File: src/rtl/assert_macros.svh
// assertion macros used by the record sorter
`ifndef ASSERT_MACROS_SVH
`define ASSERT_MACROS_SVH

// clocked implication check, disabled while reset is applied
`define RSORT_ASSERT(lbl, prop, msg) \
    lbl: assert property (@(posedge clk) disable iff (!rst_n) (prop)) else $error(msg);

// clocked check that also runs during reset
`define RSORT_ASSERT_ALWAYS(lbl, prop, msg) \
    lbl: assert property (@(posedge clk) (prop)) else $error(msg);

`endif

File: src/rtl/rsort_pkg.sv
// shared types and constants for the record sorter
package rsort_pkg;

    localparam int NUM_W = 11;
    localparam int HEAD_W = 64;
    localparam int TAIL_W = 48;
    localparam int POS_W = 6;
    localparam int HEAD_BYTES = HEAD_W / 8;
    localparam int TAIL_BYTES = TAIL_W / 8;

    localparam int MAX_RECORDS_DEF = 64;
    localparam int NAME_BYTES_DEF = 14;

    // payload carried by every cell
    typedef struct packed {
        logic [NUM_W-1:0]  number;
        logic [HEAD_W-1:0] head;
        logic [TAIL_W-1:0] tail;
        logic [POS_W-1:0]  pos;
    } rec_t;

    // controls broadcast to the cell row
    typedef struct packed {
        logic insert;
        logic shift;
        logic by_name;
    } ctl_t;

    typedef enum logic [1:0] {
        ST_LOAD = 2'b01,
        ST_EMIT = 2'b10
    } state_t;

endpackage

File: src/rtl/rsort_cell.sv
// one compare-and-shift cell of the insertion sort row
module rsort_cell #(
    parameter int KEY_W = 8 * rsort_pkg::NAME_BYTES_DEF
) (
    input  logic                         clk,
    input  logic                         rst_n,
    input  rsort_pkg::ctl_t              ctl,
    input  rsort_pkg::rec_t              new_rec,
    input  logic [KEY_W-1:0]             new_key,
    input  logic                         left_valid,
    input  rsort_pkg::rec_t              left_rec,
    input  logic [KEY_W-1:0]             left_key,
    input  logic                         left_less,
    input  logic                         right_valid,
    input  rsort_pkg::rec_t              right_rec,
    input  logic [KEY_W-1:0]             right_key,
    output logic                         valid,
    output rsort_pkg::rec_t              rec,
    output logic [KEY_W-1:0]             key,
    output logic                         less
);
    import rsort_pkg::*;

    logic             valid_reg;
    logic             valid_next;
    rec_t             rec_reg;
    rec_t             rec_next;
    logic [KEY_W-1:0] key_reg;
    logic [KEY_W-1:0] key_next;

    // new record sorts before this one; an empty cell counts as above all keys
    assign less = !valid_reg ||
                  (ctl.by_name ? (new_key < key_reg) : (new_rec.number < rec_reg.number));

    // shift left while emitting, open a gap and insert while loading
    always_comb
    begin
        valid_next = valid_reg;
        rec_next = rec_reg;
        key_next = key_reg;
        priority if (ctl.shift)
        begin
            valid_next = right_valid;
            rec_next = right_rec;
            key_next = right_key;
        end
        else if (ctl.insert && less)
        begin
            if (left_less)
            begin
                valid_next = left_valid;
                rec_next = left_rec;
                key_next = left_key;
            end
            else
            begin
                valid_next = 1'b1;
                rec_next = new_rec;
                key_next = new_key;
            end
        end
        else
        begin
            // hold the current record
            valid_next = valid_reg;
            rec_next = rec_reg;
            key_next = key_reg;
        end
    end

    always_ff @(posedge clk or negedge rst_n)
    begin
        if (!rst_n)
        begin
            valid_reg <= 1'b0;
        end
        else
        begin
            valid_reg <= valid_next;
        end
    end

    always_ff @(posedge clk)
    begin
        rec_reg <= rec_next;
        key_reg <= key_next;
    end

    assign valid = valid_reg;
    assign rec = rec_reg;
    assign key = key_reg;

endmodule
File: config.mk
export PLATFORM = sky130hd
export DESIGN_NAME = rsort_cell
export DESIGN_NICKNAME = d
export VERILOG_FILES = /design/src/rtl/assert_macros.svh /design/src/rtl/rsort_pkg.sv /design/src/rtl/rsort_cell.sv
export SDC_FILE = /design/constraint.sdc
export NUM_CORES = 1
export LEC_CHECK = 0
export BUFFER_PORTS_ARGS = -buffer_cell sky130_fd_sc_hd__buf_2
export CAP_MARGIN = 20
export CELL_PAD_IN_SITES_DETAIL_PLACEMENT = 2
export CELL_PAD_IN_SITES_GLOBAL_PLACEMENT = 2
export CORE_AREA = 10 10 367 369
export DETAILED_ROUTE_END_ITERATION = 10
export DIE_AREA = 0 0 377 379
export HOLD_SLACK_MARGIN = 0.03
export PLACE_DENSITY_LB_ADDON = 0.3
export SETUP_SLACK_MARGIN = 0.02
export SLEW_MARGIN = 20
export SYNTH_ARGS = -nofsm -noshare
export SYNTH_HDL_FRONTEND = slang
export SYNTH_SLANG_ARGS = --single-unit
export TNS_END_PERCENT = 10
File: constraint.sdc
create_clock -name clk -period 15.6 [get_ports clk]
set_input_delay 1.56 -clock clk [delete_from_list [all_inputs] [get_ports clk]]
set_output_delay 1.56 -clock clk [all_outputs]
set_load 0.01 [all_outputs]
## Word-level counts from Yosys, hierarchy flattened

Index checks and enable logic that the tools add are counted.

- Bits in registers: 242
- Bits of input ports: 731
- Word-level logic and storage cells: 22

- Reductions and logical operators: 4
- Mux-type cells: 10
- $lt $le $gt $ge: 2

Operators with widths:

| cell | count |
|---|---|
| 129-bit 2-to-1 mux | 3 |
| 112-bit 2-to-1 mux | 3 |
| 112-bit < comparator | 1 |
| 11-bit < comparator | 1 |
| 1-bit 2-to-1 mux | 4 |
| 2-bit nonzero test | 1 |
| 1-bit logical AND | 1 |
| 1-bit logical NOT | 1 |
| 1-bit logical OR | 1 |

## Depth between registers and ports, before layout

- Depth after elaboration: 6
- Mapped depth: 10
- Gate-level depth less buffers: 10

## Worst setup path after synthesis

No wires, ideal clock.

- Path type: input port to flip-flop
- Start point: input new_key[45]
- End point: register key_reg[0], in the netlist key[0] (enable)
- Data arrival time: 7,882 ps
- Required time: 14,998 ps
- Path slack: 7,116 ps
- Cell stages on the path: 8
- Cell sequence: ha_1 -> a21o_1 -> a21o_1 -> a2111oi_0 -> o21ai_1 -> o2bb2ai_1 -> o211ai_2 -> a21o_1

- Word-level cells in the longest chain between the ends: 5

RTL lines:

| element | line | source |
|---|---|---|
| start: declaration | rsort_cell.sv:9 | `input logic [KEY_W-1:0] new_key,` |
| 112-bit < comparator | rsort_cell.sv:33 | `(ctl.by_name ? (new_key < key_reg) : (new_rec.number < rec_reg.number));` |
| 1-bit 2-to-1 mux | rsort_cell.sv:33 |  |
| 1-bit logical OR | rsort_cell.sv:32 | `assign less = !valid_reg \|\|` |
| via less | rsort_cell.sv:20 | `output logic less` |
| 1-bit logical AND | rsort_cell.sv:47 | `else if (ctl.insert && less)` |
| 2-bit nonzero test (no line) | n/a |  |
| end signal: assignment | rsort_cell.sv:86 | `key_reg <= key_next;` |
| end: declaration | rsort_cell.sv:28 | `logic [KEY_W-1:0] key_reg;` |

The timed path passes the listed nets, and every way through them passes these cells.
A chain may end at the register's enable or synchronous reset.

## Final worst setup path

- Start point: input new_key[109]
- End point: output less

- Word-level cells in the longest chain between the ends: 3

RTL lines:

| element | line |
|---|---|
| 112-bit < comparator | rsort_cell.sv:33 |
| 1-bit 2-to-1 mux | rsort_cell.sv:33 |
| 1-bit logical OR | rsort_cell.sv:32 |
| end: declaration | rsort_cell.sv:20 |

No other way between the ends.

==> reports/summary.txt <==
post-detailed-route count of antenna-violating nets - 0
R2R Setup Slk - 10.61 ns
Pleak - 11.2 nW
HPWL after detailed placement - 88,700 um
Cells after Synth - 1,481
Root Driver - clkbuf_16
# rows - 131
die area - 143,000 um2
vias in the first global route - 17,070
DIE WIDTH - 377 um
CP startpoint kind - primary input
maxcap violations - 0
CP max stage cell - nor4_2
switching part of the total - 32.1%
Clock power frac - 37.5%
most frequent cell after synthesis - nand2_1
RSZ-0062 raised after global routing - false
max reg flops - 129
IO Port Bufs - 973
Avg WL per Cell - 25.1 um
FFs w/ async S/R, synth - 0.413%
outcome - completed
CP endpoint kind - output pin
Pre-antenna DRT Iters - 5
layout cells sized above 1 - 42.6%
# setup viols final - 0
total congestion overflow - 0
Final period util - 37.5%
Peak Freq - 0.171 GHz
P_int - 0.00150 W
register bit count reported by yosys - 242
sequential share of the synthesized area - 47.8%
drt drc - 0
Yosys top cell area share - 47.6%
GPL Wtd Cong - 0.797
Post-CTS Hold Buffers - 0
Critical Path AT - 4.29 ns
Top FF cell, synth - edfxtp_1
Distinct cells, synth - 36
final std cells w/o fill - 4,140
DP Area - 22,000 um2
largest net degree at the start of global routing - 143
Chip Height - 379 um
worst reg-to-reg path cell count - 12
fin. max-slew vios - 0
Vias - 15,409
Clock Sinks - 242
top post-synthesis cells by area - edfxtp_1, mux2i_1, ha_1
Final Hold Viols - 0
Num CTS Buffers - 38
first-pass GRT wire length - 138,000 um
final setup TNS - 0 ns
CP Cell Sequence - buf_2, ha_1, nand4_2, nor4_2, nand4_2, nor4_2, nand3b_1, o2bb2ai_1, o211ai_2, buf_2
Tmin final - 5.85 ns
Mapped Avg Cell Area - 10.3 um2
Ports - 974
area leader, netlist - edfxtp_1
vias per cell - 3.72
Setup Crit Path Kind - in2out
Placed Cells - 4,049
CTS tree - yes
Core Footprint - 127,000 um2
Power Density - 95.0 nW/um2
Total GRT Usage - 13.7%
worst slew pin tran - 0.975 ns
P_sw - 0.000708 W
postcts setup bufs - 0
starting density of the core - 12.0%
initial DRC count - 556
Post-layout nets - 3,279
Comb power frac - 24.3%
Max VDD drop - 57.4 uV
antenna violations before repair - 76
post-synthesis cell area - 15,200 um2
Clock Latency Late Sink - 0.60 ns
H-tree Lvls - 2
Layout Skew - 0.0362 ns
Crit Path Max Fanout - 3
Longest Clk Path Bufs - 3
Worst path max stage delay - 0.48 ns
sequential power share - 38.2%
syn_nets - 2,333
EDFF count, synth - 241
RR Endpoint - rec[73]
PostCTS Resize Cnt - 0
Hold Crit Class - in2async
hold_ws - 0.757 ns
Post-synth top cells - nand2_1, o21ai_0, edfxtp_1, mux2i_1, inv_1
fin area - 23,200 um2
CTS clk-pin slew, worst paths - 0.05 ns
worst reg2reg startpoint - key[57]
Rel. slew slack - 35.0%
Post-Route WL - 104,000 um
area delta synth->final - 52.5%
YS warnings - 0
WP data required - 14.04 ns
-- logic make-up after synthesis --
| kind of cell | count (synthesis) | synth area share [%] |
|---|---|---|
| AND/OR/NAND/NOR | 327 | 9.17 |
| flip-flops | 242 | 47.8 |
| multiplexers | 241 | 15.9 |
| buffers and inverters | 205 | 5.21 |
| AO/OA/AOI/OAI | 345 | 12.0 |
| adder cells (fa/ha/maj) | 121 | 9.96 |
-- metal layers --
metal  up-vias  global-route usage [%]  wire length [um]
met5         -                       0               266
met4        44                    3.44              2350
met3       167                    5.61              9430
met2       624                    24.4             52200
met1      7304                    14.9             39600
li1       7270                       -                 -
-- cell type report --
type                    instances  area (um2)
multi-input cells            1034        7170
flip-flops and latches        242        7260
clock buffers                  48        1010
diodes                         26        65.1
fillers                     14933      104000
inverters                     124         465
repair buffers                987        5010
clock inverters                17         126
well taps                    1662        2080
-- worst max-delay path: cells and delay by family --
kind	cells	cell delay, ns
and+or+nand+nor	5	1.47
buffers and inverters	2	0.38
AOI/OAI and AO/OA	2	0.50
adders and majority gates	1	0.34
-- power groups by stage --
stage	sequential, W	clock (W)	combinational, W
2_1_floorplan	0.000896	0	0.000199
3_3_place_gp	0.000853	0	0.000549
3_5_place_dp	0.000856	0	0.000554
4_1_cts	0.000844	0.000869	0.000557
5_1_grt	0.000851	0.000888	0.000604
6_report	0.000841	0.000827	0.000535
-- through the flow --
step	setup WS (ns)	power (W)	util (%)
finish	9.75	0.00220	18.2
global route	9.40	0.00234	18.2
CTS	9.45	0.00227	18.2
detailed placement	9.05	0.00141	17.3
global placement	9.16	0.00140	17.3
floorplan	7.12	0.00110	-
-- cell usage in the layout (no fill, tap or decap), types with 4 or more instances in the layout --
cell type,instances
inv_1,124
clkinv_1,8
nor2_1,7
clkbuf_1,9
a211oi_1,4
a21o_1,15
clkinv_2,5
nand4_1,18
o21ai_0,257
and4_1,4
a21oi_1,47
mux2i_1,241
nor3_1,5
a221oi_1,4
o21ai_1,5
nand2_1,271
nand3_1,10
clkbuf_16,39
edfxtp_1,241
diode_2,26
buf_2,971
ha_1,121
buf_4,13
-- worst max-delay path by stage --
stage	from	endpoint	slack (ns)	cells past startpoint
floorplan	new_key[45]	key[0]	7.12	8
global placement	new_key[49]	rec[66]	9.16	12
detailed placement	new_key[57]	rec[66]	9.05	12
CTS	new_key[107]	less	9.45	10
global route	new_key[107]	less	9.40	10
finish	new_key[109]	less	9.75	10
(Power assumes the default switching activity.)
