==> config.mk <==
export PLATFORM = sky130hd
export DESIGN_NAME = rsort_key_norm
export DESIGN_NICKNAME = d
export VERILOG_FILES = /design/src/rtl/assert_macros.svh /design/src/rtl/rsort_pkg.sv /design/src/rtl/rsort_key_norm.sv
export SDC_FILE = /design/constraint.sdc
export NUM_CORES = 1
export LEC_CHECK = 0
export ABC_AREA = 1
export BUFFER_PORTS_ARGS = -buffer_cell sky130_fd_sc_hd__buf_2
export CORE_ASPECT_RATIO = 0.5
export CORE_MARGIN = 5
export CORE_UTILIZATION = 25
export DETAILED_ROUTE_END_ITERATION = 10
export MAX_ROUTING_LAYER = met4
export PLACE_DENSITY_LB_ADDON = 0.1
export SLEW_MARGIN = 20
export SYNTH_ARGS = -nofsm -noshare
export SYNTH_HDL_FRONTEND = slang
export SYNTH_SLANG_ARGS = --single-unit
==> constraint.sdc <==
create_clock -name vclk -period 5.25
set_input_delay 1.05 -clock vclk [all_inputs]
set_output_delay 1.05 -clock vclk [all_outputs]
set_load 0.05 [all_outputs]
==> src/rtl/assert_macros.svh <==
// assertion macros used by the record sorter
`ifndef ASSERT_MACROS_SVH
`define ASSERT_MACROS_SVH

// clocked implication check, disabled while reset is applied
`define RSORT_ASSERT(lbl, prop, msg) \
    lbl: assert property (@(posedge clk) disable iff (!rst_n) (prop)) else $error(msg);

// clocked check that also runs during reset
`define RSORT_ASSERT_ALWAYS(lbl, prop, msg) \
    lbl: assert property (@(posedge clk) (prop)) else $error(msg);

`endif

==> src/rtl/rsort_pkg.sv <==
// shared types and constants for the record sorter
package rsort_pkg;

    localparam int NUM_W = 11;
    localparam int HEAD_W = 64;
    localparam int TAIL_W = 48;
    localparam int POS_W = 6;
    localparam int HEAD_BYTES = HEAD_W / 8;
    localparam int TAIL_BYTES = TAIL_W / 8;

    localparam int MAX_RECORDS_DEF = 64;
    localparam int NAME_BYTES_DEF = 14;

    // payload carried by every cell
    typedef struct packed {
        logic [NUM_W-1:0]  number;
        logic [HEAD_W-1:0] head;
        logic [TAIL_W-1:0] tail;
        logic [POS_W-1:0]  pos;
    } rec_t;

    // controls broadcast to the cell row
    typedef struct packed {
        logic insert;
        logic shift;
        logic by_name;
    } ctl_t;

    typedef enum logic [1:0] {
        ST_LOAD = 2'b01,
        ST_EMIT = 2'b10
    } state_t;

endpackage

==> src/rtl/rsort_key_norm.sv <==
// folds a name to lower case and blanks every byte after the first nul
module rsort_key_norm #(
    parameter int NAME_BYTES = rsort_pkg::NAME_BYTES_DEF
) (
    input  logic [rsort_pkg::HEAD_W-1:0] name_head,
    input  logic [rsort_pkg::TAIL_W-1:0] name_tail,
    output logic [8*NAME_BYTES-1:0]      key
);
    import rsort_pkg::*;

    localparam logic [7:0] CHAR_UPPER_A = 8'h41;
    localparam logic [7:0] CHAR_UPPER_Z = 8'h5A;
    localparam logic [7:0] CASE_OFFSET = 8'h20;
    localparam logic [7:0] CHAR_NUL = 8'h00;

    // walk the bytes once, tracking whether a nul has been seen
    always_comb
    begin
        logic [7:0] b;
        logic       nul_seen;
        nul_seen = 1'b0;
        key = '0;
        for (int k = 0; k < NAME_BYTES; k++)
        begin
            if (k < HEAD_BYTES)
            begin
                b = name_head[HEAD_W-1-8*k -: 8];
            end
            else
            begin
                b = name_tail[TAIL_W-1-8*(k-HEAD_BYTES) -: 8];
            end
            if (b >= CHAR_UPPER_A && b <= CHAR_UPPER_Z)
            begin
                b = b + CASE_OFFSET;
            end
            if (nul_seen)
            begin
                b = CHAR_NUL;
            end
            if (b == CHAR_NUL)
            begin
                nul_seen = 1'b1;
            end
            key[8*NAME_BYTES-1-8*k -: 8] = b;
        end
    end

endmodule

======== After elaboration in Yosys (flattened, before gate mapping) ========
Cells that the tools add are included.
operators by class
  add/sub/neg operators ................... 14
  $lt $le $gt $ge ......................... 28
  mux-type cells .......................... 40
  reduce and logical (&&, ||, !) cells .... 27
operator list
  kind                                                  number
  2-to-1 mux 8 bit                                      27
  adder 8 x 6 -> 8 bit (second input constant)          14
  >= comparator 8 x 7 -> 1 bit (second input constant)  14
  <= comparator 8 x 7 -> 1 bit (second input constant)  14
  zero test 8 bit                                       13
  logical AND 1 bit                                     14
  2-to-1 mux 1 bit                                      13
word-level totals
  register bits after elaboration ......... 0
  input bits .............................. 112
  output and inout port bits .............. 112
  word-level logic and storage cells ...... 109

======== Longest topological paths before layout ========
  depth in word-level cells ............... 42
  gate-level depth with buffers ........... 31

======== Worst setup path before layout ========
OpenSTA, ideal clock, no wires.
  path type ............................... input to output
  start point ............................. input port name_head[61] in the netlist's numbering
  end point ............................... output port key[13]
  arrival time ............................ 4.812 ns
  setup slack ............................. -0.612 ns
  stages .................................. 29
  buffers on the path ..................... 0
  cells stage by stage .................... inv_1 > nand2_1 > nor2_4 > nand3_4 > o21bai_2 > o22ai_1 > nand2_1 > nor2_4 > a21oi_2 > o41ai_1 > nand2_2 > o31ai_4 > inv_4 > o41ai_1 > nand2_2 > o41ai_4 > inv_4 > o41ai_1 > nand2_2 > o31ai_4 > inv_4 > o41ai_1 > nand2_2 > o31ai_4 > inv_6 > o41ai_2 > nand2_4 > inv_2 > a21oi_1
on the way
  word-level cells in the longest chain between the ends .. 39
RTL lines
  element                                                                              line                  RTL
  start: declaration                                                                   rsort_key_norm.sv:5   input logic [rsort_pkg::HEAD_W-1:0] name_head,
  >= comparator 8 x 7 -> 1 bit / <= comparator 8 x 7 -> 1 bit (equally long branches)  rsort_key_norm.sv:33  if (b >= CHAR_UPPER_A && b <= CHAR_UPPER_Z)
  logical AND 1 bit                                                                    rsort_key_norm.sv:33
  2-to-1 mux 8 bit (*)                                                                 rsort_key_norm.sv:33
  via key[111]                                                                         rsort_key_norm.sv:7   output logic [8*NAME_BYTES-1:0] key
  zero test 8 bit (*)                                                                  rsort_key_norm.sv:41  if (b == CHAR_NUL)
  2-to-1 mux 1 bit (*)                                                                 rsort_key_norm.sv:41
  2-to-1 mux 8 bit                                                                     rsort_key_norm.sv:37  if (nul_seen)
  zero test 8 bit                                                                      rsort_key_norm.sv:41
  (+24 left out)                                                                       -
  2-to-1 mux 1 bit (*)                                                                 rsort_key_norm.sv:41
  2-to-1 mux 8 bit                                                                     rsort_key_norm.sv:37
  zero test 8 bit                                                                      rsort_key_norm.sv:41
  2-to-1 mux 1 bit (*)                                                                 rsort_key_norm.sv:41
  2-to-1 mux 8 bit                                                                     rsort_key_norm.sv:37
  zero test 8 bit                                                                      rsort_key_norm.sv:41
  2-to-1 mux 1 bit (*)                                                                 rsort_key_norm.sv:41
  2-to-1 mux 8 bit (*)                                                                 rsort_key_norm.sv:37
  end: declaration                                                                     rsort_key_norm.sv:7
The timed path passes the listed nets; every way through them passes the cells marked *.

======== Final worst setup path ========
  start point ............................. input port name_head[56] in the netlist's numbering
  end point ............................... output port key[3]
on the way
  word-level cells in the longest chain between the ends .. 42
RTL lines
  element                                                                              line
  >= comparator 8 x 7 -> 1 bit / <= comparator 8 x 7 -> 1 bit (equally long branches)  rsort_key_norm.sv:33
  logical AND 1 bit                                                                    rsort_key_norm.sv:33
  2-to-1 mux 8 bit (*)                                                                 rsort_key_norm.sv:33
  zero test 8 bit (*)                                                                  rsort_key_norm.sv:41
  2-to-1 mux 1 bit (*)                                                                 rsort_key_norm.sv:41
  2-to-1 mux 8 bit                                                                     rsort_key_norm.sv:37
  zero test 8 bit                                                                      rsort_key_norm.sv:41
  2-to-1 mux 1 bit (*)                                                                 rsort_key_norm.sv:41
  (+26 left out)                                                                       -
  2-to-1 mux 1 bit (*)                                                                 rsort_key_norm.sv:41
  2-to-1 mux 8 bit                                                                     rsort_key_norm.sv:37
  zero test 8 bit                                                                      rsort_key_norm.sv:41
  2-to-1 mux 1 bit (*)                                                                 rsort_key_norm.sv:41
  2-to-1 mux 8 bit                                                                     rsort_key_norm.sv:37
  zero test 8 bit                                                                      rsort_key_norm.sv:41
  2-to-1 mux 1 bit (*)                                                                 rsort_key_norm.sv:41
  2-to-1 mux 8 bit (*)                                                                 rsort_key_norm.sv:37
Mark *: on every way between the ends. The rest lies on a longest branch, timed or not.

==> impl_results.md <==
- Cell area power density: 106 nW/µm²
- First-pass GRT wire length: around 15000 µm
- WL/cell: 11.6 µm
- CP peak stage delay: 250 ps
- Required time of the critical path: 4200 ps
- Sequential area share after synthesis: 0%
- Syn-to-layout area delta: 93.2%
- Drt first pass iters: 4
- Initial Utilization: 26.0%
- Max IR drop VDD: around 0.000056 V
- DRC violations left: 0
- GR Util All Layers: between 10% and 20%
- Hold_buf cts: 0
- Pin count of the biggest net entering global routing: 9
- Slowest cell on crit path: buf_6
- Clock buffers: 0
- Cell Area, Placed: 4000 µm²
- Flip-flop and latch area: 0 µm²
- Vias in the first global route: 3433
- Critical Path End Type: primary output
- Pre-CTS WS: -339 ps
- Seq_cells: 0
- Vias per cell: 4.42
- Top cell type's share of synthesized area: a little over a fifth
- Nets: 829
- Share of layout cells above drive strength 1: between 40% and 50%
- Ports: 224
- Grt ovf: 0
- Hold WC Path Type: in -> out
- Tmin final: around 5400 ps
- Initial antenna violation count: 1
- Max_cap viols: 0
- Hold Fails Final Rpt: 0
- Mapped Cells: 437
- Crit path max fanout: 5
- Failing checks: setup timing
- Post-Route WL: 9490 µm
- Max Freq: 0.184 GHz
- Arrival @ worst endpoint: 4370 ps
- Routability Congestion: roughly 0.85
- RSZ-0062 raised after global routing: yes
- DP HPWL: 8400 µm
- Detailed router's first-iteration violation count: 76
- Synth area leader: inv_1
- Site Rows: 24
- Final instance area: roughly 4400 µm²
- CP startpoint: name_head[56]
- PnR worst setup slack: -174 ps
- Yosys warns: 0
- Period utilization: 103%
- Mapped Area: 2280 µm²
- Crit path to: key[3]
- Core Region: 8800 µm²
- Worst rel slew slack: 59.7%
- Port Buffer Count: around 220
- Final Setup Violations: 16
- Die Ht: ~78 µm
- Via count: between 3k and 4k
- Status: complete, but fails checks
- Yosys cell types: 33
- Syn_area_per_cell: 5.23 µm²
- CP most frequent cell: nand2_2
- Slew Limit Fails: 0
- Worst Setup Start Kind: input port
- Setup CP Type: in -> out
- Dominant cells by area after synthesis: inv_1 21%, nor2_1 18%, ha_1 7.7%
- Cell leakage power: 2.70 nW
- DRT antenna net count: 0
- Worst-Margin Slew: 602 ps
- Post-synth net total: 563
- Die ar.: 11300 µm²
- Die W: 145 µm
cell usage after synthesis, drive strengths merged, types with 5 or more instances:
cell	instances
a21oi	31
buf	5
ha	14
inv	133
nand2	35
nand3	31
nand4	6
nor2	109
nor3	28
o21ai	13
o41ai	13
cells by family (layout without fill, tap and decap cells):
family / count (synthesis) / count (layout) / share of synthesized area [%]
simple gates: 215 / 215 / 42.4
buf+inv: 138 / 402 / 24.0
compound gates: 70 / 70 / 25.8
fa+ha+maj: 14 / 14 / 7.67
other cells: 0 / 1 / 0
cell usage in the layout (no fill, tap or decap), types with 4 or more instances in the layout:
cell,n
a21oi_4,9
o41ai_4,7
nor3_1,24
o41ai_2,6
buf_2,198
ha_1,13
nand2_1,27
buf_4,40
nor2_4,9
nor2_2,12
o21ai_0,10
nand2_2,6
nand4_1,6
buf_6,27
inv_4,4
a21oi_1,20
inv_1,126
nor2_1,88
nand3_1,27
nor3_2,4
layout make-up:
type	count	area [µm²]
inverter	133	531
timing repair buffer	269	1650
fill	959	4380
multi-input combinational	299	2080
tap	117	146
antenna	1	2.50
timing repair:
| action | CTS | global route |
|---|---|---|
| cloned | 0 | 0 |
| setup buffers | 2 | 10 |
| pin swaps | 17 | 13 |
| resized for setup | 32 | 58 |
| setup endpoints to repair | 23 | 32 |
power breakdown:
group / internal [W] / switching [W]
registers: 0 / 0
logic: 0.000145 / 0.000322
clock network: 0.0000000000255 / 0
per-stage QoR:
step                      setup TNS (ps)  hold WS, ps  util (%)  power, W  instances
final                              -1880         2420      50.2  0.000466        819
after CTS                          -1890         2420      46.8  0.000451        806
after detailed placement           -3980         2410      45.4  0.000438        804
after floorplan                    -1870         2250         -  0.000299        437
after global placement             -2430         2410      45.4  0.000438        804
after global routing               -7740         2430      50.2  0.000500        819
layer usage:
layer	global-route usage, %	wire (µm)	up-vias
met2	29.2	4880	110
met1	17.6	3880	1590
met3	2.74	641	8
met5	-	0	-
li1	-	-	1916
met4	1.30	94	0
critical path: cells and delay by family:
family	cells	cell delay [ps]
AO/OA/AOI/OAI	13	1040
buffers and inverters	7	750
AND/OR/NAND/NOR	13	1520
worst min path at each step:
stage | start | depth (start not counted) | slack, ps | end
after floorplan | name_tail[3] | 2 | 2250 | key[3]
after global placement | name_head[58] | 2 | 2410 | key[106]
after detailed placement | name_head[57] | 2 | 2410 | key[105]
after CTS | name_head[60] | 2 | 2420 | key[108]
after global routing | name_head[60] | 2 | 2430 | key[108]
final | name_head[58] | 2 | 2420 | key[106]
No activity file was read; power rests on OpenSTA's default activity.
